<file path="src/design/pme_pkg.sv">
// Package for the permutation move engine: sizes, move codes and the move descriptor.
// No dependencies.
package pme_pkg;

  localparam int MAX_ITEMS  = 64;
  localparam int IDENT_BITS = 16;
  localparam int POS_W      = 6;
  localparam int LEN_W      = 7;
  localparam int OP_W       = 3;

  localparam logic [LEN_W-1:0] LEN_MIN = 7'd2;
  localparam logic [LEN_W-1:0] LEN_MAX = 7'd64;

  localparam logic [OP_W-1:0] OP_LOAD     = 3'd0;
  localparam logic [OP_W-1:0] OP_SWAP     = 3'd1;
  localparam logic [OP_W-1:0] OP_NBR_LEFT = 3'd2;
  localparam logic [OP_W-1:0] OP_NBR_RGHT = 3'd3;
  localparam logic [OP_W-1:0] OP_ROTATE   = 3'd4;
  localparam logic [OP_W-1:0] OP_INS_LATE = 3'd5;
  localparam logic [OP_W-1:0] OP_INS_EARL = 3'd6;

  typedef struct packed {
    logic [OP_W-1:0]  op;
    logic [POS_W-1:0] pos_a;
    logic [POS_W-1:0] pos_b;
    logic [LEN_W-1:0] len;
  } move_t;

endpackage

</file>
<file path="src/design/permutation_move_engine_core.sv">
// Permutation move engine top level: ping-pong order store, sweep control, stream ports.
// Depends on pme_pkg and pme_addr.
// Flow: a load writes one store entry with no result; an invalid move registers an error result.
// A valid move copies all 64 entries through the single read port, each read into rdata and then
// registered as a result for positions below the move's length, position 0 first, one result
// per cycle while the output is not stalled; no new input is taken until the sweep ends.
// Reset: control state cleared, list_length back to 64; store contents undefined until loaded.
module permutation_move_engine_core (
  input  logic        clk,
  input  logic        rst,
  input  logic        s_axis_tvalid,
  output logic        s_axis_tready,
  input  logic [31:0] s_axis_tdata,   // opcode[2:0], pos_a[8:3], pos_b[14:9], load_value[30:15]
  output logic        m_axis_tvalid,
  input  logic        m_axis_tready,
  output logic [23:0] m_axis_tdata,   // out_index[5:0], out_ident[21:6]
  output logic        m_axis_tlast,
  output logic        m_axis_tuser,   // status
  input  logic        cfg_valid,
  output logic        cfg_ready,
  input  logic [6:0]  cfg_data        // list_length
);
  import pme_pkg::*;

  localparam logic ST_IDLE  = 1'b0;
  localparam logic ST_SWEEP = 1'b1;
  localparam int   ADDR_W   = POS_W + 1;

  logic [IDENT_BITS-1:0] store [2*MAX_ITEMS];

  logic                  state;
  logic                  cur;
  logic [LEN_W-1:0]      list_length;
  move_t                 mv;
  logic [LEN_W-1:0]      rd_i;
  logic                  rd_vld;
  logic [POS_W-1:0]      rd_idx;
  logic [IDENT_BITS-1:0] rdata;

  logic                  out_valid;
  logic [POS_W-1:0]      out_index;
  logic [IDENT_BITS-1:0] out_ident;
  logic                  out_last;
  logic                  out_status;

  logic [OP_W-1:0]       in_op;
  logic [POS_W-1:0]      in_a;
  logic [POS_W-1:0]      in_b;
  logic [IDENT_BITS-1:0] in_val;
  logic [LEN_W-1:0]      n_eff;
  logic [LEN_W-1:0]      a_ext;
  logic [LEN_W-1:0]      b_ext;
  logic                  move_ok;
  logic                  accept;
  logic                  is_load;
  logic                  stall;
  logic                  issue;
  logic                  in_list;
  logic                  emit_sweep;
  logic                  emit_err;
  logic [POS_W-1:0]      src;

  assign in_op  = s_axis_tdata[2:0];
  assign in_a   = s_axis_tdata[8:3];
  assign in_b   = s_axis_tdata[14:9];
  assign in_val = s_axis_tdata[30:15];
  assign a_ext  = {1'b0, in_a};
  assign b_ext  = {1'b0, in_b};

  always_comb begin
    priority if (list_length < LEN_MIN) n_eff = LEN_MIN;
    else if (list_length > LEN_MAX)     n_eff = LEN_MAX;
    else                                n_eff = list_length;
  end

  always_comb begin
    unique case (in_op)
      OP_SWAP:     move_ok = (a_ext < n_eff) && (b_ext < n_eff) && (in_a != in_b);
      OP_NBR_LEFT: move_ok = (in_a != 6'd0) && (a_ext < n_eff);
      OP_NBR_RGHT: move_ok = ((a_ext + 7'd1) < n_eff);
      OP_ROTATE:   move_ok = (a_ext < n_eff);
      OP_INS_LATE: move_ok = (in_a < in_b) && (b_ext < n_eff);
      OP_INS_EARL: move_ok = (in_b < in_a) && (a_ext < n_eff);
      default:     move_ok = 1'b0;
    endcase
  end

  assign cfg_ready     = 1'b1;
  assign s_axis_tready = (state == ST_IDLE) && (!out_valid || m_axis_tready);
  assign accept        = s_axis_tvalid && s_axis_tready;
  assign is_load       = (in_op == OP_LOAD);

  assign in_list    = ({1'b0, rd_idx} < mv.len);
  assign stall      = rd_vld && in_list && out_valid && !m_axis_tready;
  assign issue      = (state == ST_SWEEP) && !stall && !rd_i[LEN_W-1];
  assign emit_sweep = rd_vld && !stall && in_list;
  assign emit_err   = accept && !is_load && !move_ok;

  pme_addr u_addr (
    .mv  (mv),
    .idx (rd_i[POS_W-1:0]),
    .src (src)
  );

  always_ff @(posedge clk) begin
    if (rst) begin
      list_length <= LEN_MAX;
    end else if (cfg_valid && cfg_ready) begin
      list_length <= cfg_data;
    end
  end

  always_ff @(posedge clk) begin
    if (rst) begin
      state  <= ST_IDLE;
      cur    <= 1'b0;
      rd_vld <= 1'b0;
      rd_i   <= '0;
    end else begin
      if (accept && !is_load && move_ok) begin
        state <= ST_SWEEP;
        rd_i  <= '0;
      end
      if (state == ST_SWEEP && !stall) begin
        rd_vld <= issue;
        if (issue) begin
          rd_i <= rd_i + 7'd1;
        end
        if (rd_vld && rd_idx == POS_W'(MAX_ITEMS - 1)) begin
          state <= ST_IDLE;
          cur   <= ~cur;
        end
      end
    end
  end

  always_ff @(posedge clk) begin
    if (accept && !is_load && move_ok) begin
      mv <= '{op: in_op, pos_a: in_a, pos_b: in_b, len: n_eff};
    end
    if (issue) begin
      rd_idx <= rd_i[POS_W-1:0];
    end
  end

  // store: lower half is bank 0, upper half bank 1; a move copies cur into ~cur
  always_ff @(posedge clk) begin
    if (accept && is_load) begin
      store[ADDR_W'({cur, in_a})] <= in_val;
    end else if (rd_vld && !stall) begin
      store[ADDR_W'({~cur, rd_idx})] <= rdata;
    end
    if (issue) begin
      rdata <= store[ADDR_W'({cur, src})];
    end
  end

  always_ff @(posedge clk) begin
    if (rst) begin
      out_valid <= 1'b0;
    end else if (!out_valid || m_axis_tready) begin
      out_valid <= emit_sweep || emit_err;
    end
  end

  always_ff @(posedge clk) begin
    if (!out_valid || m_axis_tready) begin
      if (emit_sweep) begin
        out_index  <= rd_idx;
        out_ident  <= rdata;
        out_last   <= ({1'b0, rd_idx} + 7'd1 == mv.len);
        out_status <= 1'b0;
      end else if (emit_err) begin
        out_index  <= '0;
        out_ident  <= '0;
        out_last   <= 1'b1;
        out_status <= 1'b1;
      end
    end
  end

  assign m_axis_tvalid = out_valid;
  assign m_axis_tdata  = {2'b00, out_ident, out_index};
  assign m_axis_tlast  = out_last;
  assign m_axis_tuser  = out_status;

endmodule

</file>
<file path="src/design/pme_addr.sv">
// Source address generator: which old position feeds new position idx for a move.
// Depends on pme_pkg.
module pme_addr (
  input  pme_pkg::move_t          mv,
  input  logic [pme_pkg::POS_W-1:0] idx,
  output logic [pme_pkg::POS_W-1:0] src
);
  import pme_pkg::*;

  logic [LEN_W-1:0] rot_sum;
  logic [LEN_W-1:0] rot_wrap;
  logic [POS_W-1:0] partner;
  logic             in_range;

  always_comb begin
    rot_sum  = {1'b0, mv.pos_a} + {1'b0, idx};
    rot_wrap = (rot_sum >= mv.len) ? (rot_sum - mv.len) : rot_sum;
    in_range = ({1'b0, idx} < mv.len);
    unique case (mv.op)
      OP_NBR_LEFT: partner = mv.pos_a - 6'd1;
      OP_NBR_RGHT: partner = mv.pos_a + 6'd1;
      default:     partner = mv.pos_b;
    endcase
    src = idx;
    if (in_range) begin
      unique case (mv.op)
        OP_SWAP, OP_NBR_LEFT, OP_NBR_RGHT: begin
          if (idx == mv.pos_a) src = partner;
          else if (idx == partner) src = mv.pos_a;
        end
        OP_ROTATE: src = rot_wrap[POS_W-1:0];
        OP_INS_LATE: begin
          if (idx == mv.pos_b) src = mv.pos_a;
          else if (idx >= mv.pos_a && idx < mv.pos_b) src = idx + 6'd1;
        end
        OP_INS_EARL: begin
          if (idx == mv.pos_b) src = mv.pos_a;
          else if (idx > mv.pos_b && idx <= mv.pos_a) src = idx - 6'd1;
        end
        default: src = idx;
      endcase
    end
  end

endmodule

</file>
<file path="config.mk">
export PLATFORM = sky130hd
export DESIGN_NAME = permutation_move_engine_core
export DESIGN_NICKNAME = d
export VERILOG_FILES = /design/src/design/pme_pkg.sv /design/src/design/permutation_move_engine_core.sv /design/src/design/pme_addr.sv
export SDC_FILE = /design/constraint.sdc
export NUM_CORES = 2
export LEC_CHECK = 0
export BUFFER_PORTS_ARGS = -buffer_cell sky130_fd_sc_hd__buf_2
export CAP_MARGIN = 15
export CORE_MARGIN = 2
export CORE_UTILIZATION = 44
export DETAILED_ROUTE_END_ITERATION = 16
export PLACE_DENSITY = 0.67
export SLEW_MARGIN = 0
export SYNTH_ARGS = -nofsm -noshare
export SYNTH_HDL_FRONTEND = slang
export SYNTH_SLANG_ARGS = --single-unit
</file>
<file path="constraint.sdc">
create_clock -name clk -period 6.7 [get_ports clk]
set_input_delay 0 -clock clk [delete_from_list [all_inputs] [get_ports clk]]
set_output_delay 0 -clock clk [all_outputs]
set_load 0.01 [all_outputs]
</file>
==> flow_metrics.env <==
export IMPL_status="finished, violations left"
export IMPL_violations="negative hold slack"
export IMPL_end_kind="flip-flop"
export IMPL_grt_overflow=0
export IMPL_postCtsSetupRepairBufs=0
export IMPL_finalWeightedCongestion=0.928
export IMPL_skew_ns=0.0525
export IMPL_ys_seq_area_frac=0.728
export IMPL_synthArstFlopShare=0
export IMPL_area_delta_synth_final_pct=14.8
export IMPL_ios=73
export IMPL_cp_top_family="simple AND/OR/NAND/NOR gates"
export IMPL_synth_cell_type_count=78
export IMPL_clock_latency_ns=0.86
export IMPL_wl_per_cell_um=24.4
export IMPL_cts_tree="yes"
export IMPL_core_area_mm2=0.198
export IMPL_initial_core_util=0.444
export IMPL_hold_path_class="in2reg"
export IMPL_first_pass_iters=6
export IMPL_cp_arrival_ns=6.82
export IMPL_crit_buf_inv=2
export IMPL_worstPathMaxFanout=11
export IMPL_final_hold_violation_count=2
export IMPL_via_per_inst=5.82
export IMPL_cpPeakStageDelay_ns=0.59
export IMPL_worst_hold_slack_ns=-0.00791
export IMPL_dieArea_mm2=0.203
export IMPL_drt_iter0_drc=8226
export IMPL_crit_type="reg2reg"
export IMPL_setup_tns_ns=0
export IMPL_synth_top_cells_by_count="edfxtp_1, nand2_1, nand3_1, a21oi_1, clkbuf_1"
export IMPL_seqCellArea_mm2=0.0639
export IMPL_ir_worst_vdd_v=0.000279
export IMPL_fin_crit_ns=6.11
export IMPL_ys_ff_latch=2134
export IMPL_synth_flop_cell="edfxtp_1"
export IMPL_start_kind="flip-flop"
export IMPL_grt_pass1_wl_mm=361
export IMPL_die_height_um=451
export IMPL_power_density_mw_per_mm2=293
export IMPL_worstHoldPathCells=3
export IMPL_synth_cells=6941
export IMPL_wirelength_mm=246
export IMPL_htree_num_levels=4
export IMPL_fin_area_mm2=0.101
export IMPL_synth_top_area_frac=0.724
export IMPL_portBuffers=68
export IMPL_drive_gt1_frac=0.113
export IMPL_final_max_slew_viol_count=0
export IMPL_p_leak_nw=35.2
export IMPL_gr_usage_all_layers=0.237
export IMPL_synth_edf_count=2116
export IMPL_worstReg2RegEnd="rdata[1]"
export IMPL_cts_sinks=2134
export IMPL_cts_root_buf="clkbuf_16"
export IMPL_ff2ff_setup_slack_ns=0.59
export IMPL_final_net_count=7378
export IMPL_cp_slowest_cell="nor4_1"
export IMPL_finalCritPeriodShare=0.912
export IMPL_setup_viol=0
export IMPL_cp_required_ns=7.40
export IMPL_synth_warnings=0
export IMPL_syn_area_per_cell_um2=12.6
export IMPL_die_x_um=451
export IMPL_maxCapViolCount=0
export IMPL_synthTopCellsByArea="edfxtp_1, nand2_1, nand3_1"
export IMPL_grt_met1_usage=0.333
export IMPL_holdPathEnd="store[58][4]"
export IMPL_fin_util=0.509
export IMPL_grt_max_degree=124
export IMPL_timing_rr_start="mv[21]"
export IMPL_path_depth=18
export IMPL_antenna_found_initial=9
export IMPL_busiest_layer="met2"
export IMPL_tightest_slew_ns=1.22
export IMPL_std_cell_rows=163
export IMPL_num_vias=58663
export IMPL_synth_area_leader_cell="edfxtp_1"
export IMPL_fmax_ghz=0.164
export IMPL_rsz0062_at_grt="false"
export IMPL_multi_input_area_mm2=0.0221
export IMPL_fillers=16463
export IMPL_cts_max_path_buffers=3
export IMPL_postPlaceCellArea_mm2=0.0935
export IMPL_numCtsBuffers=205
export IMPL_grt_pass1_vias=55449
export IMPL_total_power_mw=29.5
export IMPL_path_cells="nor2b_2, nand2_1, ha_1, a21oi_1, or4b_1, o211ai_1, xnor2_1, nand4_1, nor4_1, o31ai_1, buf_4, and3_1, nand2_1, buf_4, a21oi_1, nor4_1, nand3_1, nand4_1"
export IMPL_hpwl_mm=146
export IMPL_r2r_cells=18
export IMPL_slew_headroom=0.184
export IMPL_cts_clk_slew_worst_paths_ns=0.07
export IMPL_worstHoldStart="s_axis_tdata[19]"
export IMPL_synth_most_common_cell="edfxtp_1"
export IMPL_met2_usage=0.366
export IMPL_met3_usage=0.0423
export IMPL_synth_area_mm2=0.0878
export IMPL_drc=0
export IMPL_postRouteAntennaNets=0
cell type report:
type,instances,area share
Tap cell,2640,0.0328
Multi-Input combinational cell,4306,0.219
Timing Repair Buffer,547,0.0463
Inverter,70,0.00261
Clock inverter,136,0.0127
Sequential cell,2134,0.634
Antenna cell,3,0.0000745
Clock buffer,241,0.0525
worst min-delay path, stage by stage:
cell,delay (ns)
buf_2,0.11
nand2_1,0.14
nand2_4,0.29
power by group:
part,leakage (nW),switching [mW],internal [mW]
clock,3.20,5.02,6.35
combinational,12.8,2.22,0.825
sequential,19.2,0.0507,15.1
total,35.2,7.29,22.2
stage by stage:
stage	std cells	setup WS, ns
2_1_floorplan	6942	1.61
3_3_place_gp	9633	0.407
3_5_place_dp	9633	0.315
4_1_cts	10072	0.251
5_1_grt	10075	0.179
6_report	10077	0.588
state kept, by name, indices dropped and copies added, names as in the netlist:
signal,count
cur,1
list_length,7
m_axis_tlast,1
m_axis_tuser,1
m_axis_tvalid,1
mv,22
out_ident,16
out_index,6
rd_i,7
rd_idx,6
rd_vld,1
rdata,16
state,1
store,2048
routing by layer:
metal,share of wire,vias up,wire (µm)
met5,0.00018,-,45
met4,0.040,8,9830
met3,0.10,440,24600
met2,0.46,3065,113000
met1,0.40,29168,98600
li1,-,25982,-
layout by cell type, fill, tap and decap left out, types with 34 or more instances in the layout:
| master | count |
|---|---|
| ha_1 | 67 |
| a21oi_1 | 462 |
| o211ai_1 | 36 |
| clkbuf_1 | 35 |
| buf_12 | 44 |
| inv_1 | 70 |
| nand3_1 | 896 |
| a31oi_1 | 34 |
| buf_2 | 68 |
| mux2i_1 | 170 |
| nand2_1 | 1834 |
| edfxtp_1 | 2116 |
| clkbuf_16 | 206 |
| buf_4 | 372 |
| clkinv_1 | 62 |
| nor4_1 | 68 |
| nor3_1 | 50 |
| dlygate4sd3_1 | 62 |
| nor2_1 | 201 |
worst max-delay path by stage:
stage	from	to	slack, ns
after floorplan	rd_i[1]	rdata[13]	1.61
after global placement	mv[21]	rdata[7]	0.41
after detailed placement	mv[21]	rdata[7]	0.32
after CTS	mv[21]	rdata[7]	0.25
after global routing	mv[21]	rdata[8]	0.18
final	mv[21]	rdata[1]	0.59
cell families after synthesis:
kind of cell	after synthesis	share of synthesized area
AO/OA/AOI/OAI	762	0.0517
XOR/XNOR	30	0.00299
adder cells (fa/ha/maj)	70	0.0102
buffers and inverters	502	0.0234
flip-flops	2134	0.728
multiplexers	191	0.0223
other	2	0.0000855
AND/OR/NAND/NOR	3250	0.161
timing repair:
item	CTS	global route
hold buffers	62	0
hold endpoints to repair	129	0
setup endpoints to repair	0	10
resized for setup	0	4
No activity file was read; power rests on OpenSTA's default activity.
